<file path="src/hw/rtl/gcd_lcm_unit_defines.svh">
// Assertion macros used by the file that checks this block.
`ifndef GCD_LCM_UNIT_DEFINES_SVH
`define GCD_LCM_UNIT_DEFINES_SVH

// Same-cycle implication, checked on every rising clock edge outside reset.
`define GCDLCM_ASSERT_SAME(lbl, clk, rstn, ante, cons, msg) \
  lbl: assert property (@(posedge clk) disable iff (!rstn) (ante) |-> (cons)) \
    else $error(msg);

// Next-cycle implication, checked on every rising clock edge outside reset.
`define GCDLCM_ASSERT_NEXT(lbl, clk, rstn, ante, cons, msg) \
  lbl: assert property (@(posedge clk) disable iff (!rstn) (ante) |=> (cons)) \
    else $error(msg);

`endif

</file>
<file path="src/hw/rtl/gcdlcm_pkg.sv">
`default_nettype none

package gcdlcm_pkg;

  // Field widths of the request and result.
  localparam int FieldW = 31;
  localparam int GcdW   = 31;
  localparam int LcmW   = 62;

  // Number of operand bits used by the arithmetic.
  localparam int OpW    = 31;
  localparam int ProdW  = 2 * OpW;
  // Counter width for the shift count and the divider steps (both at most OpW).
  localparam int CntW   = $clog2(OpW);

  typedef struct packed {
    logic [FieldW-1:0] first_value;
    logic [FieldW-1:0] second_value;
  } req_t;

  typedef struct packed {
    logic [GcdW-1:0] gcd_value;
    logic [LcmW-1:0] lcm_value;
  } res_t;

  // Commands from the controller to the datapath.
  typedef enum logic [3:0] {
    CMD_NONE,
    CMD_LOAD,
    CMD_HALVE_BOTH,
    CMD_HALVE_X,
    CMD_HALVE_Y,
    CMD_SUB,
    CMD_DIV_INIT,
    CMD_DIV_STEP,
    CMD_MUL
  } dp_cmd_e;

  // Status flags from the datapath to the controller.
  typedef struct packed {
    logic any_zero;
    logic both_even;
    logic x_even;
    logic y_even;
    logic y_zero;
    logic div_last;
  } dp_status_t;

endpackage

`default_nettype wire

</file>
<file path="src/hw/rtl/gcd_lcm_unit.sv">
`default_nettype none

// GCD and LCM unit. A request is taken at a rising edge where start is high and busy is
// low; busy then rises the next cycle. If either operand is zero the request ends in the
// check state with no result. Otherwise the unit runs a binary GCD and then the LCM as
// (first / gcd) * second at full 62-bit width. In order, the unit halves both operands
// by the trailing zeros they share, halves the first operand by its remaining trailing
// zeros, runs the halve-or-subtract loop of the GCD, shifts the odd GCD back by the shared
// zeros, divides the first operand by the GCD in the 31-step bit-serial restoring divider,
// multiplies the quotient by the second operand in the 31x31 multiplier and shows the
// result. The result stands on res_o for exactly one cycle with done_o high and must be
// taken then: the receiver cannot stall the unit. busy falls in the same cycle, so a new
// request may be given while the result is shown.

`include "gcd_lcm_unit_defines.svh"

module gcd_lcm_unit
  import gcdlcm_pkg::*;
(
  input  wire logic clk_i,
  input  wire logic rst_ni,
  input  wire logic start,
  output logic      busy,
  input  wire req_t req_i,
  output logic      done_o,
  output res_t      res_o
);

  dp_cmd_e    cmd;
  dp_status_t status;

  // Sequencer.
  gcdlcm_ctrl u_ctrl (
    .clk_i    (clk_i),
    .rst_ni   (rst_ni),
    .start_i  (start),
    .status_i (status),
    .cmd_o    (cmd),
    .busy_o   (busy),
    .done_o   (done_o)
  );

  // Arithmetic.
  gcdlcm_dpath u_dpath (
    .clk_i    (clk_i),
    .rst_ni   (rst_ni),
    .req_i    (req_i),
    .cmd_i    (cmd),
    .status_o (status),
    .res_o    (res_o)
  );

  // A taken request always makes the unit busy.
  `GCDLCM_ASSERT_NEXT(a_accept_busy, clk_i, rst_ni, start && !busy, busy, "request not taken")
  // A result is only shown when the unit has finished.
  `GCDLCM_ASSERT_SAME(a_done_idle, clk_i, rst_ni, done_o, !busy, "result while busy")
  // A result strobe lasts a single cycle.
  `GCDLCM_ASSERT_NEXT(a_done_pulse, clk_i, rst_ni, done_o, !done_o, "result repeated")
  // Both results of a nonzero pair are nonzero.
  `GCDLCM_ASSERT_SAME(a_res_nonzero, clk_i, rst_ni, done_o,
                      (res_o.gcd_value != '0) && (res_o.lcm_value != '0), "zero result")

endmodule

`default_nettype wire

</file>
<file path="src/hw/rtl/gcdlcm_dpath.sv">
`default_nettype none

module gcdlcm_dpath
  import gcdlcm_pkg::*;
(
  input  wire logic       clk_i,
  input  wire logic       rst_ni,
  input  wire req_t       req_i,
  input  wire dp_cmd_e    cmd_i,
  output dp_status_t      status_o,
  output res_t            res_o
);

  logic [OpW-1:0]   x_q, x_d;
  logic [OpW-1:0]   y_q, y_d;
  logic [CntW-1:0]  k_q, k_d;
  logic [OpW-1:0]   a_q, a_d;
  logic [OpW-1:0]   b_q, b_d;
  logic [OpW-1:0]   g_q, g_d;
  logic [OpW-1:0]   rem_q, rem_d;
  logic [OpW-1:0]   quo_q, quo_d;
  logic [CntW-1:0]  cnt_q, cnt_d;
  logic [ProdW-1:0] lcm_q, lcm_d;

  logic [OpW:0]     rem_shift;
  logic             rem_fits;
  logic             x_gt_y;

  // One restoring division step: bring down the next dividend bit and try the divisor.
  assign rem_shift = {rem_q, quo_q[OpW-1]};
  assign rem_fits  = rem_shift >= {1'b0, g_q};
  assign x_gt_y    = x_q > y_q;

  // Next values of the working registers, one command per cycle.
  always_comb begin
    x_d   = x_q;
    y_d   = y_q;
    k_d   = k_q;
    a_d   = a_q;
    b_d   = b_q;
    g_d   = g_q;
    rem_d = rem_q;
    quo_d = quo_q;
    cnt_d = cnt_q;
    lcm_d = lcm_q;
    case (cmd_i)
      CMD_LOAD: begin
        x_d = OpW'(req_i.first_value);
        y_d = OpW'(req_i.second_value);
        a_d = OpW'(req_i.first_value);
        b_d = OpW'(req_i.second_value);
        k_d = '0;
      end
      CMD_HALVE_BOTH: begin
        x_d = x_q >> 1;
        y_d = y_q >> 1;
        k_d = k_q + CntW'(1);
      end
      CMD_HALVE_X: begin
        x_d = x_q >> 1;
      end
      CMD_HALVE_Y: begin
        y_d = y_q >> 1;
      end
      CMD_SUB: begin
        // Keep the smaller value in x and the difference in y.
        if (x_gt_y) begin
          x_d = y_q;
          y_d = x_q - y_q;
        end else begin
          y_d = y_q - x_q;
        end
      end
      CMD_DIV_INIT: begin
        g_d   = x_q << k_q;
        rem_d = '0;
        quo_d = a_q;
        cnt_d = '0;
      end
      CMD_DIV_STEP: begin
        // The partial remainder always stays below the divisor.
        if (rem_fits) begin
          rem_d = OpW'(rem_shift - {1'b0, g_q});
        end else begin
          rem_d = rem_shift[OpW-1:0];
        end
        quo_d = {quo_q[OpW-2:0], rem_fits};
        cnt_d = cnt_q + CntW'(1);
      end
      CMD_MUL: begin
        lcm_d = ProdW'(quo_q) * ProdW'(b_q);
      end
      default: begin
      end
    endcase
  end

  // The step counter is control state.
  always_ff @(posedge clk_i or negedge rst_ni) begin
    if (!rst_ni) begin
      cnt_q <= '0;
    end else begin
      cnt_q <= cnt_d;
    end
  end

  // Operand and result registers.
  always_ff @(posedge clk_i) begin
    x_q   <= x_d;
    y_q   <= y_d;
    k_q   <= k_d;
    a_q   <= a_d;
    b_q   <= b_d;
    g_q   <= g_d;
    rem_q <= rem_d;
    quo_q <= quo_d;
    lcm_q <= lcm_d;
  end

  // Status for the controller.
  always_comb begin
    status_o.any_zero  = (x_q == '0) || (y_q == '0);
    status_o.both_even = !x_q[0] && !y_q[0];
    status_o.x_even    = !x_q[0];
    status_o.y_even    = !y_q[0];
    status_o.y_zero    = y_q == '0;
    status_o.div_last  = cnt_q == CntW'(OpW - 1);
  end

  assign res_o.gcd_value = GcdW'(g_q);
  assign res_o.lcm_value = LcmW'(lcm_q);

endmodule

`default_nettype wire

</file>
<file path="src/hw/rtl/gcdlcm_ctrl.sv">
`default_nettype none

module gcdlcm_ctrl
  import gcdlcm_pkg::*;
(
  input  wire logic       clk_i,
  input  wire logic       rst_ni,
  input  wire logic       start_i,
  input  wire dp_status_t status_i,
  output dp_cmd_e         cmd_o,
  output logic            busy_o,
  output logic            done_o
);

  typedef enum logic [2:0] {
    ST_IDLE,
    ST_CHECK,
    ST_ODD_X,
    ST_LOOP,
    ST_DIV,
    ST_MUL
  } state_e;

  state_e state_q;
  logic   busy_q;
  logic   done_q;

  // Command for the datapath in the current state.
  always_comb begin
    cmd_o = CMD_NONE;
    case (state_q)
      ST_IDLE: begin
        if (start_i) begin
          cmd_o = CMD_LOAD;
        end
      end
      ST_CHECK: begin
        if (!status_i.any_zero && status_i.both_even) begin
          cmd_o = CMD_HALVE_BOTH;
        end
      end
      ST_ODD_X: begin
        if (status_i.x_even) begin
          cmd_o = CMD_HALVE_X;
        end
      end
      ST_LOOP: begin
        if (status_i.y_zero) begin
          cmd_o = CMD_DIV_INIT;
        end else if (status_i.y_even) begin
          cmd_o = CMD_HALVE_Y;
        end else begin
          cmd_o = CMD_SUB;
        end
      end
      ST_DIV: begin
        cmd_o = CMD_DIV_STEP;
      end
      ST_MUL: begin
        cmd_o = CMD_MUL;
      end
      default: begin
        cmd_o = CMD_NONE;
      end
    endcase
  end

  // State sequence, busy flag and result strobe.
  always_ff @(posedge clk_i or negedge rst_ni) begin
    if (!rst_ni) begin
      state_q <= ST_IDLE;
      busy_q  <= 1'b0;
      done_q  <= 1'b0;
    end else begin
      done_q <= 1'b0;
      case (state_q)
        ST_IDLE: begin
          if (start_i) begin
            state_q <= ST_CHECK;
            busy_q  <= 1'b1;
          end
        end
        ST_CHECK: begin
          // A zero operand ends the request without a result.
          if (status_i.any_zero) begin
            state_q <= ST_IDLE;
            busy_q  <= 1'b0;
          end else if (!status_i.both_even) begin
            state_q <= ST_ODD_X;
          end
        end
        ST_ODD_X: begin
          if (!status_i.x_even) begin
            state_q <= ST_LOOP;
          end
        end
        ST_LOOP: begin
          if (status_i.y_zero) begin
            state_q <= ST_DIV;
          end
        end
        ST_DIV: begin
          if (status_i.div_last) begin
            state_q <= ST_MUL;
          end
        end
        ST_MUL: begin
          state_q <= ST_IDLE;
          busy_q  <= 1'b0;
          done_q  <= 1'b1;
        end
        default: begin
          state_q <= ST_IDLE;
          busy_q  <= 1'b0;
        end
      endcase
    end
  end

  assign busy_o = busy_q;
  assign done_o = done_q;

endmodule

`default_nettype wire

</file>
<file path="config.mk">
export PLATFORM = sky130hd
export DESIGN_NAME = gcd_lcm_unit
export DESIGN_NICKNAME = d
export VERILOG_FILES = /design/src/hw/rtl/gcdlcm_pkg.sv /design/src/hw/rtl/gcd_lcm_unit.sv /design/src/hw/rtl/gcdlcm_dpath.sv /design/src/hw/rtl/gcdlcm_ctrl.sv
export VERILOG_INCLUDE_DIRS = /design/src /design/src/hw/rtl
export SDC_FILE = /design/constraint.sdc
export NUM_CORES = 2
export LEC_CHECK = 0
export ABC_AREA = 1
export ABC_CLOCK_PERIOD_IN_PS = 8900
export BUFFER_PORTS_ARGS = -buffer_cell sky130_fd_sc_hd__buf_4
export CELL_PAD_IN_SITES_DETAIL_PLACEMENT = 1
export CELL_PAD_IN_SITES_GLOBAL_PLACEMENT = 2
export CORE_MARGIN = 1
export CORE_UTILIZATION = 39
export CTS_CLUSTER_DIAMETER = 60
export DETAILED_ROUTE_END_ITERATION = 7
export MAX_ROUTING_LAYER = met4
export PLACE_DENSITY = 0.84
export SLEW_MARGIN = 20
export SYNTH_ARGS = -nofsm -noshare
export SYNTH_HDL_FRONTEND = slang
export SYNTH_HIERARCHICAL = 1
export SYNTH_SLANG_ARGS = --single-unit
</file>
<file path="constraint.sdc">
create_clock -name clk_i -period 8.9 [get_ports clk_i]
set_input_delay 0.89 -clock clk_i [delete_from_list [all_inputs] [get_ports clk_i]]
set_output_delay 0.89 -clock clk_i [all_outputs]
set_load 0.01 [all_outputs]
</file>
==> results.cfg <==
[detailed_routing]
dr.pass1.iters = 6
drt_iter0_drc = 2324
num_vias = 43600
wire_per_inst_um = 21.3
postRouteAntennaNets = 0
viasPerCell = 5.03
drc = 0
drt_wl_total_mm = 185

[sta]
rsz0062_at_grt = false
fmax_mhz = 127
period_share = 0.883
worst_pin_slew_ns = 1.16
setup_tns_ns = 0
final-setup-viol-count = 0
hold_viol_final = 0
slew_headroom = 0.227
drv_slew = 0
skew_ns = 0.0350
layout_min_cycle_time_ns = 7.86

[clock_tree]
post_cts_buffers = 0
cts_htree_levels = 2
worstSkewPairLatency_ns = 0.64
cts_buffer_depth = 3
hold_buffers = 0
cts_resized = 0
cts.clk_slew.worst_paths_ns = 0.07
cts.sinks = 294
cts_buffers = 49
cts_tree = done
root_buffer = clkbuf_16

[synth]
async_flop_share = 0.0340
synth_fp_nets = 8076
yosysSeqAreaShare = 0.168
synth_area_leader_cell = fa_1
ys_warn_count = 6
post_synth_main_area_contributors = fa_1 (32%), edfxtp_1 (16%), nand2_1 (15%)
syn_area_um2 = 52200
synth-edff-count = 284
synth_cells = 6820
synth_flop_cell = edfxtp_1
synth_top_area_frac = 0.322
ys_seq_elements = 294
ys_types = 50
avgSynthCellArea_um2 = 7.65

[setup_path]
max_stage_delay_ns = 1.07
crit_family = adder cells
worstPathArrival_ns = 8.24
crit_slowest_cell = edfxtp_1
cp_num_buf_inv = 4
start_kind = flip-flop
cp.depth = 23
path_cells = buf_4, nand2_1, fa_1, inv_1, fa_1, inv_1, fa_1, fa_1, inv_1, fa_1, fa_1, fa_1, fa_1, ha_1, nand2_1, nor2_1, nand2_1, nor4_1, nand2_1, nand3_1, nand2_1, nand3_1, nand2_1
required_ns = 9.28
reg2regPathDepth = 23
path_max_fanout = 20
endpoint_kind = flip-flop
critPathKind = flip-flop to flip-flop
crit_top_cell = fa_1

[place]
place_congestion = 0.936
dpl-instance-area_um2 = 55300
portBuffers = 159
numPlacedInstances = 8580
dp_hpwl_mm = 157

[cells_and_area]
final_nets = 8132
final_area_um2 = 57000
area_growth_pct = 9.31
drive_gt1_frac = 0.0590
instances_no_fill = 8673

[die]
die_h_um = 368
core_area_um2 = 132000
rows = 133
dieArea_um2 = 135000
ios = 160
die_w_um = 368
start_util = 0.395

[grt]
antenna_found_initial = 6
grt_pass1_wl_mm = 286
grt-ovfl-total = 0
grt_usage = 0.284
grt_max_degree = 65
grt_pass1_vias = 48000

[power]
power.total_mw = 8.85
p_per_area_nw_per_um2 = 155
ir_drop_mv = 0.189
leakage_nw = 31.8

[min_path]
hp-class = input pin to asynchronous set/reset pin

[run_status]
status = completed

[run]
maxCapViolations = 0
==> path summary, 6_finish.rpt <==
kind | to | from | slack (ns)
max | u_dpath/lcm_q[57] | u_dpath/b_q[16] | 1.04
min in group clk_i | u_dpath/b_q[21] | req_i[21] | 0.46
min | u_dpath/cnt_q[3] | rst_ni | 0.07
max reg2reg | u_dpath/lcm_q[57] | u_dpath/b_q[16] | 1.04
max in group asynchronous | u_ctrl/state_q[1] | rst_ni | 8.69
min reg2reg | u_ctrl/busy_o | u_ctrl/busy_o | 0.48
==> cells by family (layout without fill, tap and decap cells) <==
kind of cell | after synthesis | in the layout | share of synthesized area
multiplexers | 16 | 16 | 0.00307
flip-flops | 294 | 294 | 0.168
XOR/XNOR | 88 | 88 | 0.0148
other | 0 | 2 | 0
AND/OR/NAND/NOR | 2683 | 2683 | 0.204
buffers and inverters | 2053 | 2149 | 0.150
adder cells (fa/ha/maj) | 1191 | 1191 | 0.406
AO/OA/AOI/OAI | 495 | 495 | 0.0534
==> cells in the mapped netlist, types with 4 or more instances <==
cell,count
a21oi_1,180
nor4_1,14
nand4_1,37
o21ai_1,23
o21bai_1,16
ha_1,351
nor2_1,345
a22oi_1,29
xnor2_1,15
xor2_1,73
o211ai_1,5
buf_2,17
nand3_1,196
nor2_4,5
nand3b_1,4
or2_2,6
nor3_1,23
buf_6,6
clkbuf_1,222
o221ai_1,31
dfrtp_1,10
buf_1,7
nand2_2,17
nand2_1,2016
o22ai_1,10
o21ai_0,180
mux2i_1,16
nor2_2,10
edfxtp_1,284
inv_2,8
fa_1,840
a31oi_1,4
a21o_1,5
inv_1,1784
buf_4,6
==> registers in the layout (all words and copies together), names as in the netlist <==
signal / flops
u_dpath/lcm_q: 62
u_dpath/a_q: 31
u_dpath/b_q: 31
u_dpath/g_q: 31
u_dpath/quo_q: 31
u_dpath/rem_q: 31
u_dpath/x_q: 31
u_dpath/y_q: 31
u_dpath/cnt_q: 5
u_dpath/k_q: 5
u_ctrl/state_q: 3
u_ctrl/busy_o: 1
u_ctrl/done_o: 1
==> report_power, final <==
group / total [mW] / switching (mW) / internal, mW
sequential: 2.08 / 0.237 / 1.84
combinational: 4.78 / 3.40 / 1.38
clock: 2.00 / 0.803 / 1.19
total: 8.85 / 4.44 / 4.42
==> cells in the final DEF (no fill, tap or decap), types with 9 or more instances in the layout <==
cell type,instances
xor2_1,73
o221ai_1,31
fa_1,840
ha_1,351
o21bai_1,16
edfxtp_1,284
nand2_2,18
nand2_1,2015
o21ai_1,23
clkbuf_16,50
clkinv_1,10
inv_1,1780
inv_2,10
nor4_1,14
xnor2_1,15
nand3_1,196
a21oi_1,180
clkinvlp_4,9
buf_4,260
mux2i_1,16
nand4_1,37
nor2_2,10
o21ai_0,180
a22oi_1,29
o22ai_1,10
nor3_1,23
dfrtp_1,10
nor2_1,343
==> layout make-up <==
| type | instances | area, µm² |
|---|---|---|
| multi-input cells | 4473 | 35600 |
| repair buffers | 264 | 2020 |
| well taps | 1755 | 2200 |
| flip-flops and latches | 294 | 8780 |
| diodes | 2 | 5.00 |
| clock inverters | 38 | 427 |
| inverters | 1794 | 6740 |
| clock buffers | 53 | 1260 |
| fillers | 16400 | 75100 |
==> per-layer routing <==
metal	track usage	vias up	part of all wire
met1	0.338	22200	0.41
met4	0.100	0	0.039
li1	-	20200	-
met5	-	-	0
met3	0.0218	314	0.033
met2	0.504	909	0.52
==> through the flow <==
| stage | hold slack (ns) | utilization | worst slack, ns |
|---|---|---|---|
| floorplan | 0.487 | - | 2.54 |
| global placement | 0.461 | 0.419 | 1.10 |
| detailed placement | 0.468 | 0.419 | 1.09 |
| CTS | 0.0350 | 0.432 | 1.08 |
| global route | 0.0596 | 0.432 | 0.696 |
| finish | 0.0697 | 0.432 | 1.04 |
==> worst reg2reg max path, delay by kind of cell, from the launching register on <==
kind | cells | cell delay [ns]
and+or+nand+nor | 10 | 1.64
DFF | 1 | 1.07
adders and majority gates | 9 | 4.30
buffers and inverters | 4 | 0.61
Power figures use the tool's default switching activity.
